==> src/rtl/core/mp2d_pkg.sv <==
// Shared types and constants for the streaming 2-D max pooling block
`default_nettype none
package mp2d_pkg;

  localparam int POS_W       = 9;   // map positions and window indices
  localparam int SLOT_W      = 4;   // line store row slot (up to 16 rows)
  localparam int CFG_W       = 9;   // widest configuration register
  localparam int RESULT_CAP  = 64;  // most results caused by one sample
  localparam int CAP_W       = 7;
  localparam int QUEUE_DEPTH = 2;

  // Configuration register indexes
  localparam logic [1:0] REG_KERNEL = 2'd0;
  localparam logic [1:0] REG_STRIDE = 2'd1;
  localparam logic [1:0] REG_WIDTH  = 2'd2;
  localparam logic [1:0] REG_HEIGHT = 2'd3;

  typedef logic [POS_W-1:0] pos_t;

  typedef struct packed {
    logic signed [15:0] sample;
    logic               map_start;
  } item_t;

  typedef struct packed {
    logic signed [15:0] pooled;
    logic [7:0]         out_row;
    logic [7:0]         out_col;
    logic               last;
  } result_t;

  // Clamped configuration as the datapath sees it
  typedef struct packed {
    logic [4:0] k;
    logic [3:0] s;
    pos_t       w;
    pos_t       h;
  } cfg_t;

  // One classified sample handed from the front to the back
  typedef struct packed {
    logic signed [15:0] sample;
    pos_t               r;
    pos_t               c;
    pos_t               rq;
    pos_t               cq;
    logic [SLOT_W-1:0]  slot;
  } job_t;

endpackage
`default_nettype wire

==> src/rtl/core/mp2d_fifo.sv <==
// Short job queue between the front and back parts
`default_nettype none
module mp2d_fifo (
  input  wire logic          clk,
  input  wire logic          rst,
  input  wire logic          push,
  input  wire mp2d_pkg::job_t din,
  output logic               full,
  input  wire logic          pop,
  output mp2d_pkg::job_t     dout,
  output logic               empty
);

  localparam int PW = (mp2d_pkg::QUEUE_DEPTH > 1) ? $clog2(mp2d_pkg::QUEUE_DEPTH) : 1;

  mp2d_pkg::job_t        entries [mp2d_pkg::QUEUE_DEPTH];
  logic [PW-1:0]         wp;
  logic [PW-1:0]         rp;
  logic [PW:0]           cnt;

  assign full  = (cnt == (PW+1)'(mp2d_pkg::QUEUE_DEPTH));
  assign empty = (cnt == '0);
  assign dout  = entries[rp];

  // Store pushed jobs
  always_ff @(posedge clk) begin
    if (push) begin
      entries[wp] <= din;
    end
  end

  // Advance pointers and fill count
  always_ff @(posedge clk) begin
    if (rst) begin
      wp  <= '0;
      rp  <= '0;
      cnt <= '0;
    end else begin
      if (push) begin
        wp <= (wp == PW'(mp2d_pkg::QUEUE_DEPTH - 1)) ? '0 : wp + 1'b1;
      end
      if (pop) begin
        rp <= (rp == PW'(mp2d_pkg::QUEUE_DEPTH - 1)) ? '0 : rp + 1'b1;
      end
      if (push && !pop) begin
        cnt <= cnt + 1'b1;
      end else if (pop && !push) begin
        cnt <= cnt - 1'b1;
      end
    end
  end

endmodule
`default_nettype wire

==> config.mk <==
export PLATFORM = sky130hd
export DESIGN_NAME = mp2d_fifo
export DESIGN_NICKNAME = d
export VERILOG_FILES = /design/src/rtl/core/mp2d_pkg.sv /design/src/rtl/core/mp2d_fifo.sv
export SDC_FILE = /design/constraint.sdc
export NUM_CORES = 1
export LEC_CHECK = 0
export BUFFER_PORTS_ARGS = -buffer_cell sky130_fd_sc_hd__buf_2
export CAP_MARGIN = 10
export CORE_UTILIZATION = 51
export DETAILED_ROUTE_END_ITERATION = 8
export PLACE_DENSITY_LB_ADDON = 0.2
export SETUP_SLACK_MARGIN = 0.4
export SYNTH_ARGS = -nofsm -noshare
export SYNTH_HDL_FRONTEND = slang
export SYNTH_SLANG_ARGS = --single-unit
export TNS_END_PERCENT = 1
==> constraint.sdc <==
create_clock -name clk -period 5.3 [get_ports clk]
set_clock_uncertainty 0.15 [all_clocks]
set_input_delay 1.06 -clock clk [delete_from_list [all_inputs] [get_ports clk]]
set_output_delay 1.06 -clock clk [all_outputs]
set_load 0.1 [all_outputs]
==> key figures <==
GRT
  • Pin count of the biggest net entering global routing: 33
  • Vias in the first global route: 2,338
  • Grt ovf: 0
  • First-pass GRT wire length: 11.1 mm
  • Gr usage total: 0.180
  • Initial antenna violation count: 0

Synth
  • Post-Synth Simple-Gate Area: 0.0109
  • Post-synth ARST share: 0
  • Yosys top cell by area: edfxtp_1
  • Post-synthesis cell area: 4260 µm²
  • Top FF cell, synth: edfxtp_1
  • Synth cell types: 17
  • Post-Syn Nets: 257
  • Syn Area/Cell: between 20 and 25 µm²
  • Sequential area share after synthesis: 0.813
  • Post-synth EDFFs: 112
  • Largest family of logic cells by synthesized area: multiplexers
  • Flops & latches, synth: roughly 120
  • Post-Synth XOR/XNOR Area: 0.00823
  • YS warnings: 0
  • Synth top area share: 0.790
  • Most common cell in the synthesized netlist: edfxtp_1
  • Top cells by count, synth: edfxtp_1, mux2_2, dfxtp_1, nor2_1, buf_6
  • Cells after Synth: 196
  • Compound-cell area share of the yosys netlist: 0.00235
  • Largest cells by area after synthesis: edfxtp_1, mux2_2, dfxtp_1, buf_6, nor2_1
  • Post-synthesis adder-cell area fraction: 0.00294
  • Multiplexer share of the synthesized area: 0.148

Timing
  • Slack of the critical path: between 1.5 and 2 ns
  • Hold violation count in the final report: 0
  • Worst-margin pin slew: 0.732 ns
  • Slew HR: 0.511
  • Final Cycle Share: 0.682
  • Final setup TNS: 0 ns
  • Setup-failing EPs final: 0
  • Min Clock Period, post-route: 3.62 ns
  • Max frequency: 0.276 GHz
  • Max-slew violation count: 0
  • RSZ-0062 raised after global routing: false

Die
  • CORE AREA: 7890 µm²
  • Io pins: between 100 and 150
  • Height of the die: 93.4 µm
  • Die Wd: between 90 and 100 µm
  • Die Area: approximately 8700 µm²
  • Site row count: 32
  • Initial core utilization: 0.540

CTS
  • Worst skew pair latency: between 0.5 and 0.6 ns
  • Cts bufs inserted: 17
  • Clk root buf: clkbuf_8
  • Post-CTS sizing: 0
  • Bufs on Longest Clock Path: 2
  • Clk slew on worst S/H paths: approximately 0.050 ns
  • H-tree levels: 4
  • # Post-CTS Setup Buffers: 0
  • # hold bufs at CTS: 0
  • Sink Count: around 120
  • CTS tree: done

Finish
  • Final cell count without fillers: ~440
  • Fin nets: 390
  • Antenna cells: 0
  • Synth-to-Final Area Change: 30.9%
  • Fill cells: 515
  • Layout cells sized above 1: 0.614

Routing
  • Detailed Route WL: 7.10 mm
  • DR WL/cell: 16.0 µm
  • DR pass1 iterations: 6
  • DRC: 0
  • Vias: 2,194
  • Post-DRT Antenna Nets: 0
  • Number of DRC markers in iteration 0: 73
  • Via density per instance: roughly 5

Worst hold path
  • Min-Delay Path Class: flop to flop

Setup path
  • Crit path launch type: flop
  • CP arrival: 2.41 ns
  • CP Capture Type: primary output
  • Critical path peak fanout: 32
  • Kind of critical path: flop to primary output
  • CP Data Required Time: roughly 4 ns

Power
  • LEAKAGE: 2.12 nW
  • VDD IR max: 0.294 mV
  • Design Power: between 2 and 3 mW
  • Pwr per Cell Area: 510 nW/µm²

Placed design
  • Final HPWL DP: 4.54 mm
  • Placed cells: ~410
  • RePlAce Congestion: 0.752
  • Post-place setup slack: 2.17 ns
  • IO Port Bufs: 117

Run
  • Max_cap viols: 0

Run status
  • Status: completed
cells by family after synthesis:
kind of cell | after synthesis
AOI/OAI and AO/OA | 2
xor gates and xnor gates | 4
adders and majority gates | 1
buffers and inverters | 7
DFF | 117
muxes | 56
and+or+nand+nor | 9
per-stage QoR:
stage / hold WS, ns / area, µm² / utilization
6_report: 0.352 / 5570 / 0.707
5_1_grt: 0.384 / 5570 / 0.707
4_1_cts: 0.356 / 5570 / 0.707
3_5_place_dp: 0.346 / 4950 / 0.627
3_3_place_gp: 0.330 / 4950 / 0.627
2_1_floorplan: 0.311 / 4260 / -
routing by layer:
layer	track usage	up-vias	wire length (µm)
met5	0	-	0
met4	0.0782	0	80
met3	0.0862	6	500
met2	0.295	79	3690
met1	0.200	1067	2830
li1	-	1042	-
critical path, stage by stage (launching register included):
cell and delay [ns]:
dfxtp_2 0.70, buf_4 0.48, mux2_2 0.40, buf_2 0.29
state kept, by name, summed over array words and instances, names as in the netlist, named ones only:
signal / cells
entries: 112
wp: 1
cnt: 2
rp: 1
where the power goes:
group / internal (mW) / switching (mW)
sequential: 1.08 / 0.0209
clock: 0.805 / 0.386
combinational: 0.103 / 0.450
placed cells by master (no fill, tap or decap):
master      instances
a21oi_1             1
buf_2             117
dfxtp_2             1
o21ai_0             1
clkbuf_1            1
inv_1               1
nor2b_4             1
clkinv_1            1
buf_4               3
and2_2              1
mux2_2             56
or3_1               1
clkinvlp_4          6
clkinv_2            2
xor2_1              2
nor2_1              5
dfxtp_1             4
edfxtp_1          112
bufinv_16           5
xnor2_1             2
and2b_2             1
clkbuf_8            1
ha_1                1
clkbuf_16          16
path summary, 6_finish.rpt:
kind	start	endpoint	slack, ns	cells past startpoint
hold reg to reg	cnt[1]	cnt[1]	0.35	2
setup / recovery	flop	dout[42]	1.68	3
hold / removal	cnt[1]	cnt[1]	0.35	2
setup reg to reg	wp	entries[1][3]	3.25	2
cell type report:
cell class	count	area (µm²)	share of cell area
Tap cell	102	128	0.0229
Clock buffer	18	418	0.0750
Multi-Input combinational cell	72	743	0.133
Clock inverter	14	209	0.0375
Timing Repair Buffer	120	608	0.109
Sequential cell	117	3460	0.622
Inverter	1	3.75	0.000673
Note: power is estimated with default switching activity, not from simulation.
