**config.mk**
```make
export PLATFORM = sky130hd
export DESIGN_NAME = mp2d_front
export DESIGN_NICKNAME = d
export VERILOG_FILES = /design/src/rtl/core/mp2d_pkg.sv /design/src/rtl/core/mp2d_front.sv
export SDC_FILE = /design/constraint.sdc
export NUM_CORES = 1
export LEC_CHECK = 0
export BUFFER_PORTS_ARGS = -buffer_cell sky130_fd_sc_hd__buf_2
export CORE_MARGIN = 2
export CORE_UTILIZATION = 59
export CTS_CLUSTER_DIAMETER = 50
export DETAILED_ROUTE_END_ITERATION = 10
export PLACE_DENSITY_LB_ADDON = 0.1
export SLEW_MARGIN = 20
export SYNTH_ARGS = -nofsm -noshare
export SYNTH_HDL_FRONTEND = slang
export SYNTH_SLANG_ARGS = --single-unit
```
**constraint.sdc**
```tcl
create_clock -name clk -period 9.8 [get_ports clk]
set_clock_uncertainty 0.05 [all_clocks]
set_input_delay 0.98 -clock clk [delete_from_list [all_inputs] [get_ports clk]]
set_output_delay 0.98 -clock clk [all_outputs]
set_load 0.03 [all_outputs]
```
**src/rtl/core/mp2d_pkg.sv**
```systemverilog
// Shared types and constants for the streaming 2-D max pooling block
`default_nettype none
package mp2d_pkg;

  localparam int POS_W       = 9;   // map positions and window indices
  localparam int SLOT_W      = 4;   // line store row slot (up to 16 rows)
  localparam int CFG_W       = 9;   // widest configuration register
  localparam int RESULT_CAP  = 64;  // most results caused by one sample
  localparam int CAP_W       = 7;
  localparam int QUEUE_DEPTH = 2;

  // Configuration register indexes
  localparam logic [1:0] REG_KERNEL = 2'd0;
  localparam logic [1:0] REG_STRIDE = 2'd1;
  localparam logic [1:0] REG_WIDTH  = 2'd2;
  localparam logic [1:0] REG_HEIGHT = 2'd3;

  typedef logic [POS_W-1:0] pos_t;

  typedef struct packed {
    logic signed [15:0] sample;
    logic               map_start;
  } item_t;

  typedef struct packed {
    logic signed [15:0] pooled;
    logic [7:0]         out_row;
    logic [7:0]         out_col;
    logic               last;
  } result_t;

  // Clamped configuration as the datapath sees it
  typedef struct packed {
    logic [4:0] k;
    logic [3:0] s;
    pos_t       w;
    pos_t       h;
  } cfg_t;

  // One classified sample handed from the front to the back
  typedef struct packed {
    logic signed [15:0] sample;
    pos_t               r;
    pos_t               c;
    pos_t               rq;
    pos_t               cq;
    logic [SLOT_W-1:0]  slot;
  } job_t;

endpackage
`default_nettype wire

```
**src/rtl/core/mp2d_front.sv**
```systemverilog
// Front part: accepts samples, tracks map position and queues classified jobs
`default_nettype none
module mp2d_front #(
  parameter int MAX_KERNEL = 8
) (
  input  wire logic            clk,
  input  wire logic            rst,
  input  wire mp2d_pkg::cfg_t  cfg,
  input  wire logic            item_valid,
  output logic                 item_ready,
  input  wire mp2d_pkg::item_t item,
  input  wire logic            full,
  output logic                 push,
  output mp2d_pkg::job_t       job
);

  mp2d_pkg::pos_t                row_pos, col_pos, rq, cq;
  logic [3:0]                    rrem, crem;
  logic [mp2d_pkg::SLOT_W-1:0]   slot;

  logic                          restart;
  mp2d_pkg::pos_t                cur_r, cur_c, cur_rq, cur_cq, c1, r1;
  logic [3:0]                    cur_rrem, cur_crem;
  logic [mp2d_pkg::SLOT_W-1:0]   cur_slot;

  assign item_ready = !full;
  assign push       = item_valid && !full;

  // Start over at the origin on map start or a stale position
  always_comb begin
    restart  = item.map_start || (row_pos >= cfg.h) || (col_pos >= cfg.w);
    cur_r    = restart ? '0 : row_pos;
    cur_c    = restart ? '0 : col_pos;
    cur_rq   = restart ? '0 : rq;
    cur_cq   = restart ? '0 : cq;
    cur_rrem = restart ? '0 : rrem;
    cur_crem = restart ? '0 : crem;
    cur_slot = restart ? '0 : slot;
    c1       = cur_c + 1'b1;
    r1       = cur_r + 1'b1;
    job.sample = item.sample;
    job.r      = cur_r;
    job.c      = cur_c;
    job.rq     = cur_rq;
    job.cq     = cur_cq;
    job.slot   = cur_slot;
  end

  // Advance raster position with running quotients by the stride
  always_ff @(posedge clk) begin
    if (rst) begin
      row_pos <= '0;
      col_pos <= '0;
      rq      <= '0;
      cq      <= '0;
      rrem    <= '0;
      crem    <= '0;
      slot    <= '0;
    end else if (push) begin
      if (c1 >= cfg.w) begin
        col_pos <= '0;
        cq      <= '0;
        crem    <= '0;
        if (r1 >= cfg.h) begin
          row_pos <= '0;
          rq      <= '0;
          rrem    <= '0;
          slot    <= '0;
        end else begin
          row_pos <= r1;
          if (5'(cur_rrem) + 5'd1 >= 5'(cfg.s)) begin
            rq   <= cur_rq + 1'b1;
            rrem <= '0;
          end else begin
            rq   <= cur_rq;
            rrem <= cur_rrem + 1'b1;
          end
          slot <= (cur_slot == mp2d_pkg::SLOT_W'(MAX_KERNEL - 1)) ? '0 : cur_slot + 1'b1;
        end
      end else begin
        col_pos <= c1;
        row_pos <= cur_r;
        rq      <= cur_rq;
        rrem    <= cur_rrem;
        slot    <= cur_slot;
        if (5'(cur_crem) + 5'd1 >= 5'(cfg.s)) begin
          cq   <= cur_cq + 1'b1;
          crem <= '0;
        end else begin
          cq   <= cur_cq;
          crem <= cur_crem + 1'b1;
        end
      end
    end
  end

endmodule
`default_nettype wire

```
==> metrics.txt <==
Setup Crit Path Kind=in2reg; smallest hold slack=0.4122 ns; Rows=30; Reg-to-Reg End=rq[4]$_SDFFE_PP0P_; final wirelength=10300 µm; hold path startpoint=rq[8]$_SDFFE_PP0P_; Setup crit start=cfg[7]; ratio of cells with drive above 1 in the final layout=0.1622; Slew Viols, Final=0; Routed Antenna Nets=0; Syn Nets=616; PortBufs=68; cts repair resizes=0; # clock sinks=48; vias in the first global route=3630; setup bufs post-CTS=0; Netlist cell types=63; core area=6794 µm²; pwr dens=83.70 nW/µm²; WP data arrival=6.38 ns; post-synth top area share=0.2322; Async SR Flop Fraction=0; Worst Setup End Kind=flop; Critical Path Source Type=input pin; WL/cell=15.82 µm; TNS Setup=0 ns; minimum clock period=6.217 ns; CTS clock-pin slew for the worst setup and hold paths=0.10 ns; nets=653; Die X=87.76 µm; Ys Warns=0; Post-Syn Area=4139 µm²; antenna diode count=0; Critical R2R Launch=row_pos[6]$_SDFFE_PP0P_; CP max FO=34; Worst VDD drop=81.13 µV; R2R depth=21; DR vias=3947; IO Count=106; Die Footprint=7701 µm²; Worst Max-Slew Pin Slew=1.050 ns; Area growth, synth to finish=8.011%; clock latency on the worst-skew pair=0.31 ns; ys flop type=dfxtp_1; ranking of synthesized cells by area=dfxtp_1 23%, ha_1 15%, and2_1 6.5%, nor2_1 4.5%, buf_4 3.6%; Initial Util=0.6092; FF+latch count, synth=48; Period Utilization, post-route=0.6344; DIE HEIGHT=87.76 µm; achievable clock frequency=0.1608 GHz; Worst slew margin=0.2972; CP peak stage delay=0.65 ns; HP Class=reg2reg; RSZ-0062 raised after global routing=false; initial antenna violation count=0; Synth top cells by count=51 x ha_1, 50 x nor2_1, 48 x dfxtp_1; CP max-delay cell=a211oi_2; crit path to=rq[4]$_SDFFE_PP0P_; # hold bufs at CTS=0; outcome=finished clean; synthesized instance count=517; starting DRC count in detailed routing=234; Final Hold Fails=0; top cell type by total area after synthesis=dfxtp_1; register area share after synthesis=0.2322; GRT Total Usage=0.2786; clk root buf=clkbuf_8; GR Overflow Total=0; cts bufs inserted=5; Max Cap Viol=0; critical path depth=23; via/cell ratio=6.063; largest net degree at the start of global routing=52; first-pass GRT wire length=17160 µm; Final HPWL DP=7442 µm; Worst Path Buf+Inv=4; Top delay family on crit path=compound AO/OA/AOI/OAI gates; final setup fails=0; First-pass DRT Iterations=7; number of flops mapped to enable cells by yosys=0; r2r setup slk=3.94 ns; H-tree Lvls=2; crit-path cells=buf_2, inv_1, ha_1, and4_4, a2111o_1, a211oi_2, nand3_1, buf_4, nor2_1, ha_1, and3_1, and3_1, xnor2_1, nor2_1, ha_1, a211oi_1, o211ai_1, a21oi_1, nor2_1, buf_4, a211oi_2, a41oi_1, a221oi_1; CTS max path bufs=2; Critical Path RT=9.97 ns; Placer Congestion=0.8567; DRC viols=0; dominant cell by count in the synthesized netlist=ha_1; Avg Inst Size Synth=8.006 µm²; Leakage=2.169 nW; CTS tree=built
-- registers in the layout, summed over array words and instances (netlist names) --
| register | cells |
|---|---|
| rrem | 4 |
| slot | 4 |
| cq | 9 |
| crem | 4 |
| col_pos | 9 |
| row_pos | 9 |
| rq | 9 |
-- cell type report --
class | count | area (µm²)
tap | 96 | 120.1
multi-input combinational | 399 | 2830
fill | 634 | 2323
timing repair buffer | 71 | 362.8
clock buffer | 5 | 68.82
clock inverter | 3 | 18.77
sequential | 48 | 960.9
inverter | 29 | 108.9
-- cell usage in the layout (no fill, tap or decap), types with 9 or more instances in the layout --
cell type / Yosys / routed
nand2_1: 28 / 28
a32oi_1: 11 / 11
xnor2_1: 9 / 9
and3_1: 12 / 12
dfxtp_1: 48 / 48
and2_1: 43 / 43
xor2_1: 15 / 15
nor2_1: 50 / 50
nand3_1: 21 / 21
buf_2: 5 / 68
nand4_1: 14 / 14
a21oi_1: 20 / 20
ha_1: 51 / 51
o21ai_0: 17 / 17
inv_1: 29 / 29
-- cells by family (layout without fill, tap and decap cells) --
| family | count (synthesis) | in the layout | share of synthesized area |
|---|---|---|---|
| DFF | 48 | 48 | 0.2322 |
| xor gates and xnor gates | 24 | 24 | 0.05079 |
| adders and majority gates | 51 | 51 | 0.1542 |
| AOI/OAI and AO/OA | 114 | 114 | 0.1983 |
| and+or+nand+nor | 210 | 210 | 0.2796 |
| buffers and inverters | 70 | 108 | 0.08494 |
-- how the worst min path moves through the flow --
stage          cells after the start            endpoint  slack [ns]
6_report                           1  rq[8]$_SDFFE_PP0P_        0.41
5_1_grt                            1  rq[8]$_SDFFE_PP0P_        0.45
4_1_cts                            1  rq[8]$_SDFFE_PP0P_        0.41
3_5_place_dp                       1  rq[8]$_SDFFE_PP0P_        0.40
3_3_place_gp                       1  rq[8]$_SDFFE_PP0P_        0.37
2_1_floorplan                      1  rq[8]$_SDFFE_PP0P_        0.36
-- power by group --
group | internal (W) | total (W) | switching, W | leakage [nW]
Sequential | 0.000196 | 0.000198 | 0.00000108 | 0.387
Combinational | 0.0000172 | 0.0000532 | 0.0000360 | 1.73
Clock | 0.0000500 | 0.000123 | 0.0000735 | 0.0479
-- metal layers --
metal / track usage / share of wire / wire (µm)
met1: 0.3788 / 0.45 / 4639
met2: 0.4518 / 0.47 / 4832
met3: 0.03582 / 0.058 / 593
met4: 0.1035 / 0.022 / 231
met5: 0 / 0 / 0
-- metrics by stage --
step | setup WS, ns | total power (W) | std cells | utilization | area (µm²)
after global routing | 3.243 | 0.0003901 | 651 | 0.6580 | 4471
final | 3.583 | 0.0003742 | 651 | 0.6580 | 4471
after detailed placement | 3.343 | 0.0002545 | 643 | 0.6446 | 4379
after floorplan | 3.814 | 0.0002510 | 517 | - | 4139
after global placement | 3.514 | 0.0002529 | 643 | 0.6446 | 4379
after CTS | 3.677 | 0.0003763 | 651 | 0.6575 | 4467
No activity file was read; power rests on OpenSTA's default activity.
